`config.mk`:
```
export PLATFORM = sky130hd
export DESIGN_NAME = lead_compensator_rate_limited
export DESIGN_NICKNAME = d
export VERILOG_FILES = /design/src/hw/rtl/lcrl_pkg.sv /design/src/hw/rtl/lcrl_cfg.sv /design/src/hw/rtl/lcrl_unit.sv /design/src/hw/rtl/lead_compensator_rate_limited.sv
export SDC_FILE = /design/constraint.sdc
export NUM_CORES = 2
export LEC_CHECK = 0
export BUFFER_PORTS_ARGS = -buffer_cell sky130_fd_sc_hd__buf_4
export CORE_MARGIN = 1.5
export CORE_UTILIZATION = 32
export CTS_CLUSTER_DIAMETER = 80
export CTS_CLUSTER_SIZE = 14
export DETAILED_ROUTE_END_ITERATION = 6
export PLACE_DENSITY = 0.53
export SYNTH_ARGS = -nofsm -noshare
export SYNTH_HDL_FRONTEND = slang
export SYNTH_HIERARCHICAL = 1
export SYNTH_SLANG_ARGS = --single-unit
```
`constraint.sdc`:
```
create_clock -name clk_i -period 13.05 [get_ports clk_i]
set_input_delay 2.61 -clock clk_i [delete_from_list [all_inputs] [get_ports clk_i]]
set_output_delay 2.61 -clock clk_i [all_outputs]
set_load 0.01 [all_outputs]
```
`src/hw/rtl/lcrl_pkg.sv`:
```
// Shared types and constants of the rate limited lead compensator.
package lcrl_pkg;

  localparam int unsigned CfgIndexW = 3;
  localparam int unsigned MulDigitW = 8;

  typedef enum logic [CfgIndexW-1:0] {
    CFG_GAIN = 3'd0,
    CFG_POLE = 3'd1,
    CFG_ZERO = 3'd2,
    CFG_STEP = 3'd3,
    CFG_CMAX = 3'd4,
    CFG_CMIN = 3'd5,
    CFG_RATE = 3'd6
  } cfg_reg_e;

  typedef enum logic {
    OP_MUL = 1'b0,
    OP_DIV = 1'b1
  } unit_op_e;

  typedef struct packed {
    logic     start;
    unit_op_e op;
  } unit_ctrl_t;

  typedef struct packed {
    logic done;
    logic ovf;
  } unit_stat_t;

  localparam logic [63:0] GainRst = 64'd26214;
  localparam logic [63:0] PoleRst = 64'd65536;
  localparam logic [63:0] ZeroRst = 64'd1179648;
  localparam logic [63:0] StepRst = 64'd6554;
  localparam logic [63:0] CmaxRst = 64'd655360;
  localparam logic [63:0] CminRst = 64'hFFFF_FFFF_FFF6_0000;
  localparam logic [63:0] RateRst = 64'd6553600;

endpackage

```
`src/hw/rtl/lcrl_cfg.sv`:
```
// Configuration register file of the rate limited lead compensator.
module lcrl_cfg #(
  parameter int unsigned DataW = 32
) (
  input  logic                            clk_i,
  input  logic                            rst_ni,
  input  logic                            we_i,
  input  logic [lcrl_pkg::CfgIndexW-1:0]  index_i,
  input  logic [DataW-1:0]                data_i,
  output logic [DataW-1:0]                gain_o,
  output logic [DataW-2:0]                pole_o,
  output logic [DataW-2:0]                zero_o,
  output logic [DataW-2:0]                tstep_o,
  output logic [DataW-1:0]                cmax_o,
  output logic [DataW-1:0]                cmin_o,
  output logic [DataW-2:0]                rate_o
);

  localparam logic [DataW-1:0] GainInit = lcrl_pkg::GainRst[DataW-1:0];
  localparam logic [DataW-2:0] PoleInit = lcrl_pkg::PoleRst[DataW-2:0];
  localparam logic [DataW-2:0] ZeroInit = lcrl_pkg::ZeroRst[DataW-2:0];
  localparam logic [DataW-2:0] StepInit = lcrl_pkg::StepRst[DataW-2:0];
  localparam logic [DataW-1:0] CmaxInit = lcrl_pkg::CmaxRst[DataW-1:0];
  localparam logic [DataW-1:0] CminInit = lcrl_pkg::CminRst[DataW-1:0];
  localparam logic [DataW-2:0] RateInit = lcrl_pkg::RateRst[DataW-2:0];

  logic [DataW-1:0] gain_q, cmax_q, cmin_q;
  logic [DataW-2:0] pole_q, zero_q, tstep_q, rate_q;

  always_ff @(posedge clk_i or negedge rst_ni) begin
    if (!rst_ni) begin
      gain_q  <= GainInit;
      pole_q  <= PoleInit;
      zero_q  <= ZeroInit;
      tstep_q <= StepInit;
      cmax_q  <= CmaxInit;
      cmin_q  <= CminInit;
      rate_q  <= RateInit;
    end else if (we_i) begin
      case (lcrl_pkg::cfg_reg_e'(index_i))
        lcrl_pkg::CFG_GAIN: gain_q  <= data_i;
        lcrl_pkg::CFG_POLE: pole_q  <= data_i[DataW-2:0];
        lcrl_pkg::CFG_ZERO: zero_q  <= data_i[DataW-2:0];
        lcrl_pkg::CFG_STEP: tstep_q <= data_i[DataW-2:0];
        lcrl_pkg::CFG_CMAX: cmax_q  <= data_i;
        lcrl_pkg::CFG_CMIN: cmin_q  <= data_i;
        lcrl_pkg::CFG_RATE: rate_q  <= data_i[DataW-2:0];
        default: ;
      endcase
    end
  end

  assign gain_o  = gain_q;
  assign pole_o  = pole_q;
  assign zero_o  = zero_q;
  assign tstep_o = tstep_q;
  assign cmax_o  = cmax_q;
  assign cmin_o  = cmin_q;
  assign rate_o  = rate_q;

endmodule

```
`src/hw/rtl/lcrl_unit.sv`:
```
// Shared iterative unit: digit-serial unsigned multiply and restoring divide.
module lcrl_unit #(
  parameter int unsigned DataW  = 32,
  parameter int unsigned McandW = 32,
  localparam int unsigned ProdW = McandW + DataW
) (
  input  logic                   clk_i,
  input  logic                   rst_ni,
  input  lcrl_pkg::unit_ctrl_t   ctrl_i,
  input  logic [McandW-1:0]      mcand_i,
  input  logic [DataW-1:0]       mplier_i,
  input  logic [ProdW-1:0]       dividend_i,
  input  logic [DataW-1:0]       divisor_i,
  output lcrl_pkg::unit_stat_t   stat_o,
  output logic [ProdW-1:0]       product_o,
  output logic [DataW-1:0]       quot_o
);

  localparam int unsigned DigW   = lcrl_pkg::MulDigitW;
  localparam int unsigned NumDig = (DataW + DigW - 1) / DigW;
  localparam int unsigned MrW    = NumDig * DigW;
  localparam int unsigned CntW   = $clog2(DataW + 1);

  logic                  busy_q, done_q, ovf_q;
  lcrl_pkg::unit_op_e    op_q;
  logic [CntW-1:0]       cnt_q;
  logic [ProdW-1:0]      acc_q;
  logic [MrW-1:0]        mr_q;
  logic [McandW-1:0]     mc_q;
  logic [DataW-1:0]      rem_q, q_q, dv_q;

  logic [DigW-1:0]        digit;
  logic [McandW+DigW-1:0] pprod;
  logic [ProdW-1:0]       acc_next;
  logic [DataW+1:0]       trial;
  logic                   start_ovf;

  // The product is built from the most significant digit of the multiplier down.
  assign digit     = mr_q[MrW-1 -: DigW];
  assign pprod     = mc_q * digit;
  assign acc_next  = (acc_q << DigW) + ProdW'(pprod);
  assign trial     = {1'b0, rem_q, q_q[DataW-1]} - {2'b00, dv_q};
  // A quotient of 2^DataW or more is flagged at once and not iterated.
  assign start_ovf = dividend_i[ProdW-1:DataW] >= (ProdW-DataW)'(divisor_i);

  always_ff @(posedge clk_i or negedge rst_ni) begin
    if (!rst_ni) begin
      busy_q <= 1'b0;
      done_q <= 1'b0;
      ovf_q  <= 1'b0;
      op_q   <= lcrl_pkg::OP_MUL;
      cnt_q  <= '0;
    end else begin
      done_q <= 1'b0;
      if (ctrl_i.start) begin
        op_q <= ctrl_i.op;
        if (ctrl_i.op == lcrl_pkg::OP_DIV && start_ovf) begin
          busy_q <= 1'b0;
          done_q <= 1'b1;
          ovf_q  <= 1'b1;
        end else begin
          busy_q <= 1'b1;
          ovf_q  <= 1'b0;
          cnt_q  <= (ctrl_i.op == lcrl_pkg::OP_DIV) ? CntW'(DataW) : CntW'(NumDig);
        end
      end else if (busy_q) begin
        cnt_q <= cnt_q - CntW'(1);
        if (cnt_q == CntW'(1)) begin
          busy_q <= 1'b0;
          done_q <= 1'b1;
        end
      end
    end
  end

  always_ff @(posedge clk_i) begin
    if (ctrl_i.start) begin
      if (ctrl_i.op == lcrl_pkg::OP_MUL) begin
        mc_q  <= mcand_i;
        mr_q  <= MrW'(mplier_i);
        acc_q <= '0;
      end else begin
        dv_q  <= divisor_i;
        rem_q <= dividend_i[2*DataW-1:DataW];
        q_q   <= dividend_i[DataW-1:0];
      end
    end else if (busy_q) begin
      if (op_q == lcrl_pkg::OP_MUL) begin
        acc_q <= acc_next;
        mr_q  <= mr_q << DigW;
      end else begin
        q_q   <= {q_q[DataW-2:0], ~trial[DataW+1]};
        rem_q <= trial[DataW+1] ? {rem_q[DataW-2:0], q_q[DataW-1]} : trial[DataW-1:0];
      end
    end
  end

  assign stat_o.done = done_q;
  assign stat_o.ovf  = ovf_q;
  assign product_o   = acc_q;
  assign quot_o      = q_q;

endmodule

```
`src/hw/rtl/lead_compensator_rate_limited.sv`:
```
// Top level of the rate limited lead compensator.
// Each item carries a measurement and a target in signed fixed point and yields one
// drive command: the lead law output, divided by (time_step + pole_time_constant),
// clamped to [command_min, command_max] and limited to a change of rate_max*time_step
// from the previous command. All five products and the division run on one shared
// unit: a multiply runs on its 8-bit digit multiplier, and the divide yields one
// quotient bit per cycle, or flags saturation without iterating when the quotient is
// too large. The input is stalled while an item is in work, so a new item is taken
// only after the last one is through; a finished command waits in the output
// register, and the block only waits for it to drain when the next command is ready.
// Configuration must be written through the plain write port while the block is
// idle; the block itself does not enforce this.
module lead_compensator_rate_limited #(
  parameter int unsigned DATA_WIDTH = 32,
  parameter int unsigned FRAC_BITS  = 16
) (
  input  logic                            clk_i,
  input  logic                            rst_ni,
  input  logic                            cfg_we_i,
  input  logic [lcrl_pkg::CfgIndexW-1:0]  cfg_index_i,
  input  logic [DATA_WIDTH-1:0]           cfg_data_i,
  input  logic                            in_valid_i,
  output logic                            in_stall_o,
  input  logic [DATA_WIDTH-1:0]           measured_value_i,
  input  logic [DATA_WIDTH-1:0]           target_value_i,
  output logic                            out_valid_o,
  input  logic                            out_stall_i,
  output logic [DATA_WIDTH-1:0]           drive_command_o
);

  localparam int unsigned W   = DATA_WIDTH;
  localparam int unsigned F   = FRAC_BITS;
  localparam int unsigned SW  = 2 * W + 1;
  localparam int unsigned SVW = (SW - F < 64) ? SW - F : 64;
  localparam int unsigned MCW = (SVW > W) ? SVW : W;
  localparam int unsigned PW  = MCW + W;

  localparam logic [W-1:0]  SMax    = {1'b0, {(W-1){1'b1}}};
  localparam logic [W-1:0]  SMin    = {1'b1, {(W-1){1'b0}}};
  localparam logic [PW:0]   Half    = (PW+1)'(1) << (F - 1);
  localparam logic [PW-1:0] StepCap = {{(PW-W-1){1'b0}}, 1'b1, {W{1'b0}}};

  typedef enum logic [13:0] {
    S_IDLE   = 14'h0001,
    S_DERR   = 14'h0002,
    S_M1     = 14'h0004,
    S_M2     = 14'h0008,
    S_RND    = 14'h0010,
    S_M3I    = 14'h0020,
    S_M3     = 14'h0040,
    S_M4     = 14'h0080,
    S_NABS   = 14'h0100,
    S_DIVI   = 14'h0200,
    S_DIV    = 14'h0400,
    S_M5     = 14'h0800,
    S_LIM1   = 14'h1000,
    S_LIMOUT = 14'h2000
  } state_e;

  state_e state_q, state_d;

  logic [W-1:0]   gain, cmax, cmin;
  logic [W-2:0]   pole, zero, tstep, rate;

  lcrl_pkg::unit_ctrl_t unit_ctrl;
  lcrl_pkg::unit_stat_t unit_stat;
  logic [MCW-1:0] mcand;
  logic [W-1:0]   mplier;
  logic [PW-1:0]  unit_prod;
  logic [W-1:0]   unit_quot;

  logic [W-1:0]   err_q, sv_dummy_unused;
  logic [W:0]     derr_q;
  logic [PW:0]    acc_q;
  logic [SVW-1:0] sv_q;
  logic [PW-1:0]  nmag_q;
  logic           nneg_q, nzero_q;
  logic [W-1:0]   den_q, raw_q, cmd_q;
  logic [W:0]     step_q;
  logic [W+1:0]   upper_q, lower_q;
  logic [W-1:0]   last_err_q, last_raw_q, last_out_q;
  logic           out_valid_q;
  logic [W-1:0]   out_data_q;

  logic           in_acc, out_free;
  logic [W:0]     diff;
  logic [W-1:0]   err_sat, err_mag, gain_mag, raw_mag;
  logic [W:0]     derr_abs;
  logic [SVW-1:0] sv_mag, sv_next;
  logic           prod_neg;
  logic [PW:0]    acc_base, acc_add, rnd, rs, acc_abs;
  logic           sv_fit;
  logic [W-1:0]   raw_next, cmd_clamp, res;
  logic [PW-1:0]  pshift;
  logic [W:0]     step_next;
  logic [W+1:0]   cmd_ext;

  assign sv_dummy_unused = '0;

  lcrl_cfg #(
    .DataW (W)
  ) u_cfg (
    .clk_i   (clk_i),
    .rst_ni  (rst_ni),
    .we_i    (cfg_we_i),
    .index_i (cfg_index_i),
    .data_i  (cfg_data_i),
    .gain_o  (gain),
    .pole_o  (pole),
    .zero_o  (zero),
    .tstep_o (tstep),
    .cmax_o  (cmax),
    .cmin_o  (cmin),
    .rate_o  (rate)
  );

  lcrl_unit #(
    .DataW  (W),
    .McandW (MCW)
  ) u_unit (
    .clk_i      (clk_i),
    .rst_ni     (rst_ni),
    .ctrl_i     (unit_ctrl),
    .mcand_i    (mcand),
    .mplier_i   (mplier),
    .dividend_i (nmag_q),
    .divisor_i  (den_q),
    .stat_o     (unit_stat),
    .product_o  (unit_prod),
    .quot_o     (unit_quot)
  );

  assign in_acc   = in_valid_i && (state_q == S_IDLE);
  assign out_free = !out_valid_q || !out_stall_i;

  assign diff    = {target_value_i[W-1], target_value_i} - {measured_value_i[W-1], measured_value_i};
  assign err_sat = (diff[W] != diff[W-1]) ? (diff[W] ? SMin : SMax) : diff[W-1:0];

  assign err_mag  = err_q[W-1] ? (~err_q + W'(1)) : err_q;
  assign derr_abs = derr_q[W] ? (~derr_q + (W+1)'(1)) : derr_q;
  assign gain_mag = gain[W-1] ? (~gain + W'(1)) : gain;
  assign raw_mag  = last_raw_q[W-1] ? (~last_raw_q + W'(1)) : last_raw_q;
  assign sv_mag   = sv_q[SVW-1] ? (~sv_q + SVW'(1)) : sv_q;

  always_comb begin
    case (state_q)
      S_M1:    prod_neg = err_q[W-1];
      S_M2:    prod_neg = derr_q[W];
      S_M3:    prod_neg = gain[W-1] ^ sv_q[SVW-1];
      S_M4:    prod_neg = last_raw_q[W-1];
      default: prod_neg = 1'b0;
    endcase
  end

  // Signed accumulate: the product magnitude is conditionally inverted with a carry in.
  assign acc_base = (state_q == S_M2 || state_q == S_M4) ? acc_q : '0;
  assign acc_add  = acc_base + ({1'b0, unit_prod} ^ {(PW+1){prod_neg}}) + (PW+1)'(prod_neg);

  assign rnd     = acc_q + Half;
  assign rs      = $signed(rnd) >>> F;
  assign sv_fit  = (&rs[PW:SVW-1]) || !(|rs[PW:SVW-1]);
  assign sv_next = sv_fit ? rs[SVW-1:0]
                 : (rs[PW] ? {1'b1, {(SVW-1){1'b0}}} : {1'b0, {(SVW-1){1'b1}}});

  assign acc_abs = acc_q[PW] ? (~acc_q + (PW+1)'(1)) : acc_q;

  always_comb begin
    if (nzero_q) begin
      raw_next = '0;
    end else if (unit_stat.ovf) begin
      raw_next = nneg_q ? SMin : SMax;
    end else if (nneg_q) begin
      raw_next = (unit_quot[W-1] && (|unit_quot[W-2:0])) ? SMin : (~unit_quot + W'(1));
    end else begin
      raw_next = unit_quot[W-1] ? SMax : unit_quot;
    end
  end

  always_comb begin
    if ($signed(raw_q) > $signed(cmax)) begin
      cmd_clamp = cmax;
    end else if ($signed(raw_q) < $signed(cmin)) begin
      cmd_clamp = cmin;
    end else begin
      cmd_clamp = raw_q;
    end
  end

  assign pshift    = unit_prod >> F;
  assign step_next = (pshift > StepCap) ? {1'b1, {W{1'b0}}} : pshift[W:0];

  assign cmd_ext = {{2{cmd_q[W-1]}}, cmd_q};

  always_comb begin
    if ($signed(cmd_ext) > $signed(upper_q)) begin
      res = upper_q[W-1:0];
    end else if ($signed(cmd_ext) < $signed(lower_q)) begin
      res = lower_q[W-1:0];
    end else begin
      res = cmd_q | sv_dummy_unused;
    end
  end

  always_comb begin
    state_d         = state_q;
    unit_ctrl.start = 1'b0;
    unit_ctrl.op    = lcrl_pkg::OP_MUL;
    mcand           = '0;
    mplier          = '0;
    case (state_q)
      S_IDLE: begin
        if (in_acc) begin
          state_d = S_DERR;
        end
      end
      S_DERR: begin
        unit_ctrl.start = 1'b1;
        mcand           = MCW'(err_mag);
        mplier          = {1'b0, tstep};
        state_d         = S_M1;
      end
      S_M1: begin
        if (unit_stat.done) begin
          unit_ctrl.start = 1'b1;
          mcand           = MCW'(derr_abs[W-1:0]);
          mplier          = {1'b0, zero};
          state_d         = S_M2;
        end
      end
      S_M2: begin
        if (unit_stat.done) begin
          state_d = S_RND;
        end
      end
      S_RND: begin
        state_d = S_M3I;
      end
      S_M3I: begin
        unit_ctrl.start = 1'b1;
        mcand           = MCW'(sv_mag);
        mplier          = gain_mag;
        state_d         = S_M3;
      end
      S_M3: begin
        if (unit_stat.done) begin
          unit_ctrl.start = 1'b1;
          mcand           = MCW'(raw_mag);
          mplier          = {1'b0, pole};
          state_d         = S_M4;
        end
      end
      S_M4: begin
        if (unit_stat.done) begin
          state_d = S_NABS;
        end
      end
      S_NABS: begin
        state_d = S_DIVI;
      end
      S_DIVI: begin
        unit_ctrl.start = 1'b1;
        unit_ctrl.op    = lcrl_pkg::OP_DIV;
        state_d         = S_DIV;
      end
      S_DIV: begin
        if (unit_stat.done) begin
          unit_ctrl.start = 1'b1;
          mcand           = MCW'(tstep);
          mplier          = {1'b0, rate};
          state_d         = S_M5;
        end
      end
      S_M5: begin
        if (unit_stat.done) begin
          state_d = S_LIM1;
        end
      end
      S_LIM1: begin
        state_d = S_LIMOUT;
      end
      S_LIMOUT: begin
        if (out_free) begin
          state_d = S_IDLE;
        end
      end
      default: state_d = S_IDLE;
    endcase
  end

  always_ff @(posedge clk_i or negedge rst_ni) begin
    if (!rst_ni) begin
      state_q     <= S_IDLE;
      out_valid_q <= 1'b0;
      last_err_q  <= '0;
      last_raw_q  <= '0;
      last_out_q  <= '0;
    end else begin
      state_q <= state_d;
      if (state_q == S_LIMOUT && out_free) begin
        out_valid_q <= 1'b1;
        last_err_q  <= err_q;
        last_raw_q  <= raw_q;
        last_out_q  <= res;
      end else if (out_valid_q && !out_stall_i) begin
        out_valid_q <= 1'b0;
      end
    end
  end

  always_ff @(posedge clk_i) begin
    case (state_q)
      S_IDLE: begin
        if (in_acc) begin
          err_q <= err_sat;
        end
      end
      S_DERR: begin
        derr_q <= {err_q[W-1], err_q} - {last_err_q[W-1], last_err_q};
      end
      S_M1, S_M2, S_M3, S_M4: begin
        if (unit_stat.done) begin
          acc_q <= acc_add;
        end
      end
      S_RND: begin
        sv_q <= sv_next;
      end
      S_NABS: begin
        nmag_q  <= acc_abs[PW-1:0];
        nneg_q  <= acc_q[PW];
        nzero_q <= (acc_q == '0);
        den_q   <= {1'b0, tstep} + {1'b0, pole};
      end
      S_DIV: begin
        if (unit_stat.done) begin
          raw_q <= raw_next;
        end
      end
      S_M5: begin
        cmd_q <= cmd_clamp;
        if (unit_stat.done) begin
          step_q <= step_next;
        end
      end
      S_LIM1: begin
        upper_q <= {{2{last_out_q[W-1]}}, last_out_q} + {1'b0, step_q};
        lower_q <= {{2{last_out_q[W-1]}}, last_out_q} - {1'b0, step_q};
      end
      S_LIMOUT: begin
        if (out_free) begin
          out_data_q <= res;
        end
      end
      default: ;
    endcase
  end

  assign in_stall_o      = (state_q != S_IDLE);
  assign out_valid_o     = out_valid_q;
  assign drive_command_o = out_data_q;

endmodule

```
# Word-level counts from Yosys, hierarchy flattened
# Index checks and enable logic that the tools add are counted.
# word_totals
reg_bits,1107
latchBits,0
mem_bits_rw,0
rom_bits,0
out_inout_bits,34
wordCells,220
mem_count,0
# op_classes
addsub,18
n_mul,1
n_div,0
order_cmp,6
n_eq_ne,35
shifts,0
muxes,72
bitwise_logic,11
reduce_logical,40
# ops
cell,count
$mux 32,29
$mux 81,5
$pmux 49 s5,1
$pmux 14 s14,1
$add 32x1->32 const B,5
$not 32->32,5
$pmux 32 s5,1
$mux 31,5
$mux 49,3
$mux 14,8
$add 82x1->82,1
$add 82x16->82 const B,1
$add 82x82->82,1
$logic_not 82->1,1
$mux 82,1
$xor 81x82->82,1
$add 81x1->81 const B,1
$add 81x57->81,1
$not 81->81,1
$sub 32x32->33,2
$gt 65x33->1 const B,1
$mul 49x8->57,1
$add 49x1->49 const B,1
$ge 49x32->1,1
51 further kinds,105

# Logic depth before layout (Yosys ltp)
# logic_depth
word_depth,6
ltp_mapped,23
depth_no_buf,20

# Modules after synthesis
# The synthesis kept the hierarchy.
# modules_own_cells
mod,instances,cells_each,area_per_inst_um2,seq_area_each_um2
lead_compensator_rate_limited,1,5297,48441.5,18003.5
lcrl_unit,1,2656,26837.0,7997.7
lcrl_cfg,1,471,8249.2,5551.6

# Worst setup path before layout
# Ideal clock, no wire load.
# synth_path
path_type,flip-flop to flip-flop
from,register state_q[3]
to,register state_q[4]
setup_ns,0.105
t_arrival_ns,9.073
setup_slack_ns,3.871
stages_incl_launch_ff,10
path_cell_list,dfrtp_1 > clkbuf_1 > nor4_1 > nand2_1 > nor3_1 > nand2_1 > nor4_1 > nor4_1 > a31o_2 > nor4b_1
# synth_via
elab_chain_len,4
# synth_lines
item,line,rtl
"start, declared",lead_compensator_rate_limited.sv:60,"state_e state_q, state_d;"
"start signal, assigned",lead_compensator_rate_limited.sv:298,state_q <= state_d;
$eq 14x1->1,"lead_compensator_rate_limited.sv:133, lead_compensator_rate_limited.sv:210",
$logic_and 1x1->1,lead_compensator_rate_limited.sv:133,assign in_acc = in_valid_i && (state_q == S_IDLE);
$ne 2x2->1 (no source line),-,
$reduce_and 8->1 (no source line),-,
# Parallel ways exist; a longest one is shown, timed or not.
# A chain may end at the register's enable or synchronous reset.

# Worst setup path after layout
# layout_path
from,register u_unit.mr_q[25]
to,"register u_unit.acc_q[67], in the netlist u_unit/product_o[67] (data pin)"
# layout_via
elab_chain_len,5
# layout_lines
item,line,rtl
"start, declared",lcrl_unit.sv:28,logic [MrW-1:0] mr_q;
"start signal, assigned",lcrl_unit.sv:80,mr_q <= MrW'(mplier_i);
"start signal, assigned",lcrl_unit.sv:90,mr_q <= mr_q << DigW;
$mul 49x8->57,lcrl_unit.sv:40,assign pprod = mc_q * digit;
$add 81x57->81,lcrl_unit.sv:41,assign acc_next = (acc_q << DigW) + ProdW'(pprod);
$mux 81,lcrl_unit.sv:88,if (op_q == lcrl_pkg::OP_MUL) begin
$mux 81,lcrl_unit.sv:87,end else if (busy_q) begin
$mux 81,lcrl_unit.sv:77,if (ctrl_i.start) begin
"end signal, assigned",lcrl_unit.sv:89,acc_q <= acc_next;
"end, declared",lcrl_unit.sv:27,logic [ProdW-1:0] acc_q;
# Every way passes these cells. The select of a mux whose other input is x is not followed.

==> results.rst <==
.. list-table::
   :header-rows: 1

   * - Metric
     - Value
   * - Status
     - complete, but fails checks
   * - Violated checks
     - DRC
   * - Worst r2r path cells
     - 20
   * - Number of global-route vias before repair
     - 62600
   * - Net count reported at finish
     - 9334
   * - Count of port buffers added during placement
     - 137
   * - Clock latency reported for the late side of the worst-skew pair
     - 0.78 ns
   * - Utilization after layout
     - 35.22%
   * - Slew at the pin closest to its max-slew limit
     - 1.396 ns
   * - Post-synth top flop
     - sky130_fd_sc_hd__edfxtp_1
   * - Delay of the slowest critical-path stage
     - 0.88 ns
   * - Total Die Area
     - 264100 sq um
   * - FP Rows
     - 187
   * - Initial antenna violation count
     - 20
   * - Total overflow reported by the global router
     - 0
   * - Setup slack on the worst flop-to-flop path
     - 5.71 ns
   * - Final-layout setup total negative slack
     - 0 ns
   * - Register bit total from synthesis
     - 1106
   * - Global placer's final weighted congestion
     - 0.9728
   * - Time the worst path needs with I/O delays and setup
     - 7.337 ns
   * - Max FO, Critical Path
     - 49
   * - Final Hold Vio Count
     - 0
   * - IR Drop Worst-Case VDD
     - 0.1115 mV
   * - CTS-repair resized insts
     - 0
   * - Worst path slowest cell
     - sky130_fd_sc_hd__o31ai_1
   * - Design Power
     - 8165 uW
   * - Total iterations of the first detailed-routing run
     - 7
   * - Number of synthesized flops with an enable pin
     - 765
   * - Count of clock tree sinks
     - 1106
   * - Most frequent cell on the critical path
     - sky130_fd_sc_hd__fa_1
   * - Hold path depth
     - 0
   * - Post-detailed-placement half-perimeter wirelength
     - 211.0 mm
   * - Die Span X
     - 513.9 um
   * - Setup clock skew after layout
     - 0.05918 ns
   * - Routed wire length
     - 275.6 mm
   * - Arrival time at the worst endpoint
     - 7.82 ns
   * - Post-detailed-placement cell area
     - 88150 sq um
   * - Final setup violation count
     - 0
   * - Core Box Area
     - 259500 sq um
   * - Critical path, cell by cell
     - buf_4 -> nand2_1 -> fa_1 -> fa_1 -> inv_1 -> fa_1 -> inv_1 -> fa_1 -> inv_1 -> ha_1 -> a2111oi_0 -> o21ai_1 -> o21ai_1 -> nor4_1 -> o31ai_1 -> a211oi_1 -> o2111ai_1 -> a211oi_1 -> xnor2_1 -> nor2_1
   * - Total routing resource utilization after global routing
     - 20.55%
   * - Post-CTS Hold Fix Bufs
     - 0
   * - Clock-pin transition on the worst setup and hold timing paths
     - 0.07 ns
   * - CP Class
     - flip-flop to flip-flop
   * - Number of vias in the routed layout
     - 63310
   * - Library cell used as clock root buffer
     - sky130_fd_sc_hd__clkbuf_16
   * - Final Max Slew Viols
     - 0
   * - Pin count of the biggest net entering global routing
     - 147
   * - Required time reported for the critical path endpoint
     - 13.53 ns
   * - Worst-case clock buffer depth
     - 3
   * - Final instance area
     - 91380 sq um
   * - Max-Slew Margin vs Limit
     - 5.954%
   * - Leakage power figure
     - 0.03674 uW
   * - Unrepaired setup endpoints after global routing
     - no
   * - H-tree Lvls
     - 3
   * - Count of max-cap constraint violations
     - 0
   * - Fraction of the cycle the final worst path needs
     - 56.22%
   * - Share of cells above drive strength 1
     - 9.576%
   * - PwrDens
     - 89.36 nW/um^2
   * - Gate count of the mapped netlist
     - 8424
   * - Starting Density
     - 32.19%
   * - Remaining DRCs
     - 2
   * - Worst slack on hold paths
     - 0.4480 ns
   * - Average wire per standard cell
     - 23.26 um
   * - Unique cell type count in the Yosys netlist
     - 101
   * - Sequential cell area fraction in the yosys report
     - 37.78%
   * - Die boundary height
     - 513.9 um
   * - Antenna-violating nets left
     - 0
   * - CTS tree
     - yes
   * - Yosys synthesis warning count
     - 6
   * - Number of top-level pins
     - 138
   * - Vias per std cell
     - 5.344
   * - Max frequency
     - 136.3 MHz
   * - Global-route wire length before repair
     - 410.8 mm
   * - Syn Nets
     - 9396
   * - Capturing element type of the critical path
     - flip-flop
   * - TritonCTS Buffers
     - 102
   * - Drt first-iter violations
     - 5417
   * - Path category of the worst min-delay check
     - flip-flop to flip-flop
   * - Fraction of registers with async set/reset
     - 30.83%
   * - Layout overhead on the synthesized area
     - 9.398%
   * - Post-CTS setup buffer count
     - 0
   * - Synthesized area
     - 83530 sq um
   * - Mean area per synthesized cell
     - 9.915 sq um
   * - Kind of start point of the critical path
     - flip-flop
[critical path: cells and delay by family, from the launching register on]
| family | cells | cell delay, ns |
|---|---|---|
| xor+xnor | 1 | 0.20 |
| flops | 1 | 0.33 |
| compound gates | 7 | 3.05 |
| buf+inv | 4 | 0.68 |
| simple gates | 3 | 0.33 |
| fa+ha+maj | 5 | 2.46 |
[cells in the final DEF (no fill, tap or decap), types with 133 or more instances in the layout]
cell and n:
sky130_fd_sc_hd__xor2_1 258, sky130_fd_sc_hd__and2_1 341, sky130_fd_sc_hd__edfxtp_1 765, sky130_fd_sc_hd__o21ai_0 427
sky130_fd_sc_hd__ha_1 531, sky130_fd_sc_hd__buf_4 217, sky130_fd_sc_hd__xnor2_1 430, sky130_fd_sc_hd__dfrtp_1 303
sky130_fd_sc_hd__mux2_2 309, sky130_fd_sc_hd__a21oi_1 469, sky130_fd_sc_hd__nor2_1 422, sky130_fd_sc_hd__a21o_1 182
sky130_fd_sc_hd__nand2_1 717, sky130_fd_sc_hd__inv_1 819, sky130_fd_sc_hd__and3_1 133, sky130_fd_sc_hd__fa_1 337
[Yosys cell counts (all sizes together) (31+ instances only)]
cell | count | area, sq um
or4 | 62 | 488.0
xnor2 | 430 | 3766
buf | 52 | 257.7
or2 | 31 | 193.9
a21o | 182 | 1366
a222oi | 33 | 330.3
dfstp | 38 | 998.5
nor2b | 89 | 556.8
nor4 | 58 | 362.9
nor3 | 100 | 500.5
a22oi | 36 | 270.3
clkbuf | 334 | 1259
mux2i | 109 | 1091
dfrtp | 303 | 7582
a21oi | 470 | 2356
and3 | 133 | 832.1
nand2 | 720 | 2708
o31ai | 87 | 671.9
o41ai | 35 | 314.1
o221ai | 32 | 280.3
nand4 | 117 | 732.0
a211oi | 54 | 410.4
o21a | 50 | 375.4
ha | 531 | 6644
or3 | 66 | 442.9
o21bai | 61 | 457.9
edfxtp | 765 | 22970
o211ai | 35 | 276.5
mux2 | 316 | 3558
o21ai | 436 | 2193
nor2 | 427 | 1603
inv | 821 | 3082
xor2 | 258 | 2260
a31oi | 42 | 299.0
and2 | 344 | 2152
nand2b | 77 | 481.7
nand3 | 119 | 595.6
fa | 337 | 6746
[registers in the layout (all words and copies together) (netlist names), 33 cells and up]
name / count
derr_q: 33
step_q: 33
u_unit/mc_q: 49
sv_q: 49
u_unit/product_o: 81
lower_q: 33
nmag_q: 81
acc_q: 82
upper_q: 34
[layout make-up]
class                   instances  area, sq um
diodes                          7        17.52
clock buffers                 147         2764
clock inverters                33        444.2
fillers                     26100       168100
inverters                     822         3088
multi-input cells            6110        47570
flip-flops and latches       1106        31550
well taps                    3402         4257
repair buffers                220         1684
[cell families (layout without fill, tap and decap cells)]
kind of cell	Yosys count	after routing	synth area share, %
other cells	0	7	0
fa+ha+maj	877	877	16.14
simple gates	2405	2405	14.59
buf+inv	1208	1222	5.509
compound gates	1715	1715	13.20
mux	425	425	5.566
xor+xnor	688	688	7.214
flops	1106	1106	37.78
[report_power, final]
part | switching (uW) | internal (uW)
logic | 528 | 440
clock network | 1470 | 1590
registers | 201 | 3930
[layer usage]
metal	wire (um)	vias up	track usage, %
li1	-	29400	-
met3	16410	375	2.992
met2	128100	1859	33.65
met4	11130	4	7.801
met1	119900	31680	27.31
met5	22	-	0
[per-stage QoR]
step                std cells  setup slack [ns]
floorplan                8424             3.871
global placement        11660             5.516
detailed placement      11660             5.431
CTS                     11840             5.435
global route            11840             5.114
finish                  11850             5.713
[final timing paths]
path,startpoint,to
max in group asynchronous,rst_ni,last_err_q[2]
worst max register to register,u_unit/mr_q[25],u_unit/product_o[67]
worst max-delay path,u_unit/mr_q[25],u_unit/product_o[67]
worst min register to register,den_q[31],u_unit/dv_q[31]
worst min-delay path,den_q[31],u_unit/dv_q[31]
min in group asynchronous,rst_ni,u_cfg/gain_o[16]
No activity file was read; power rests on OpenSTA's default activity.
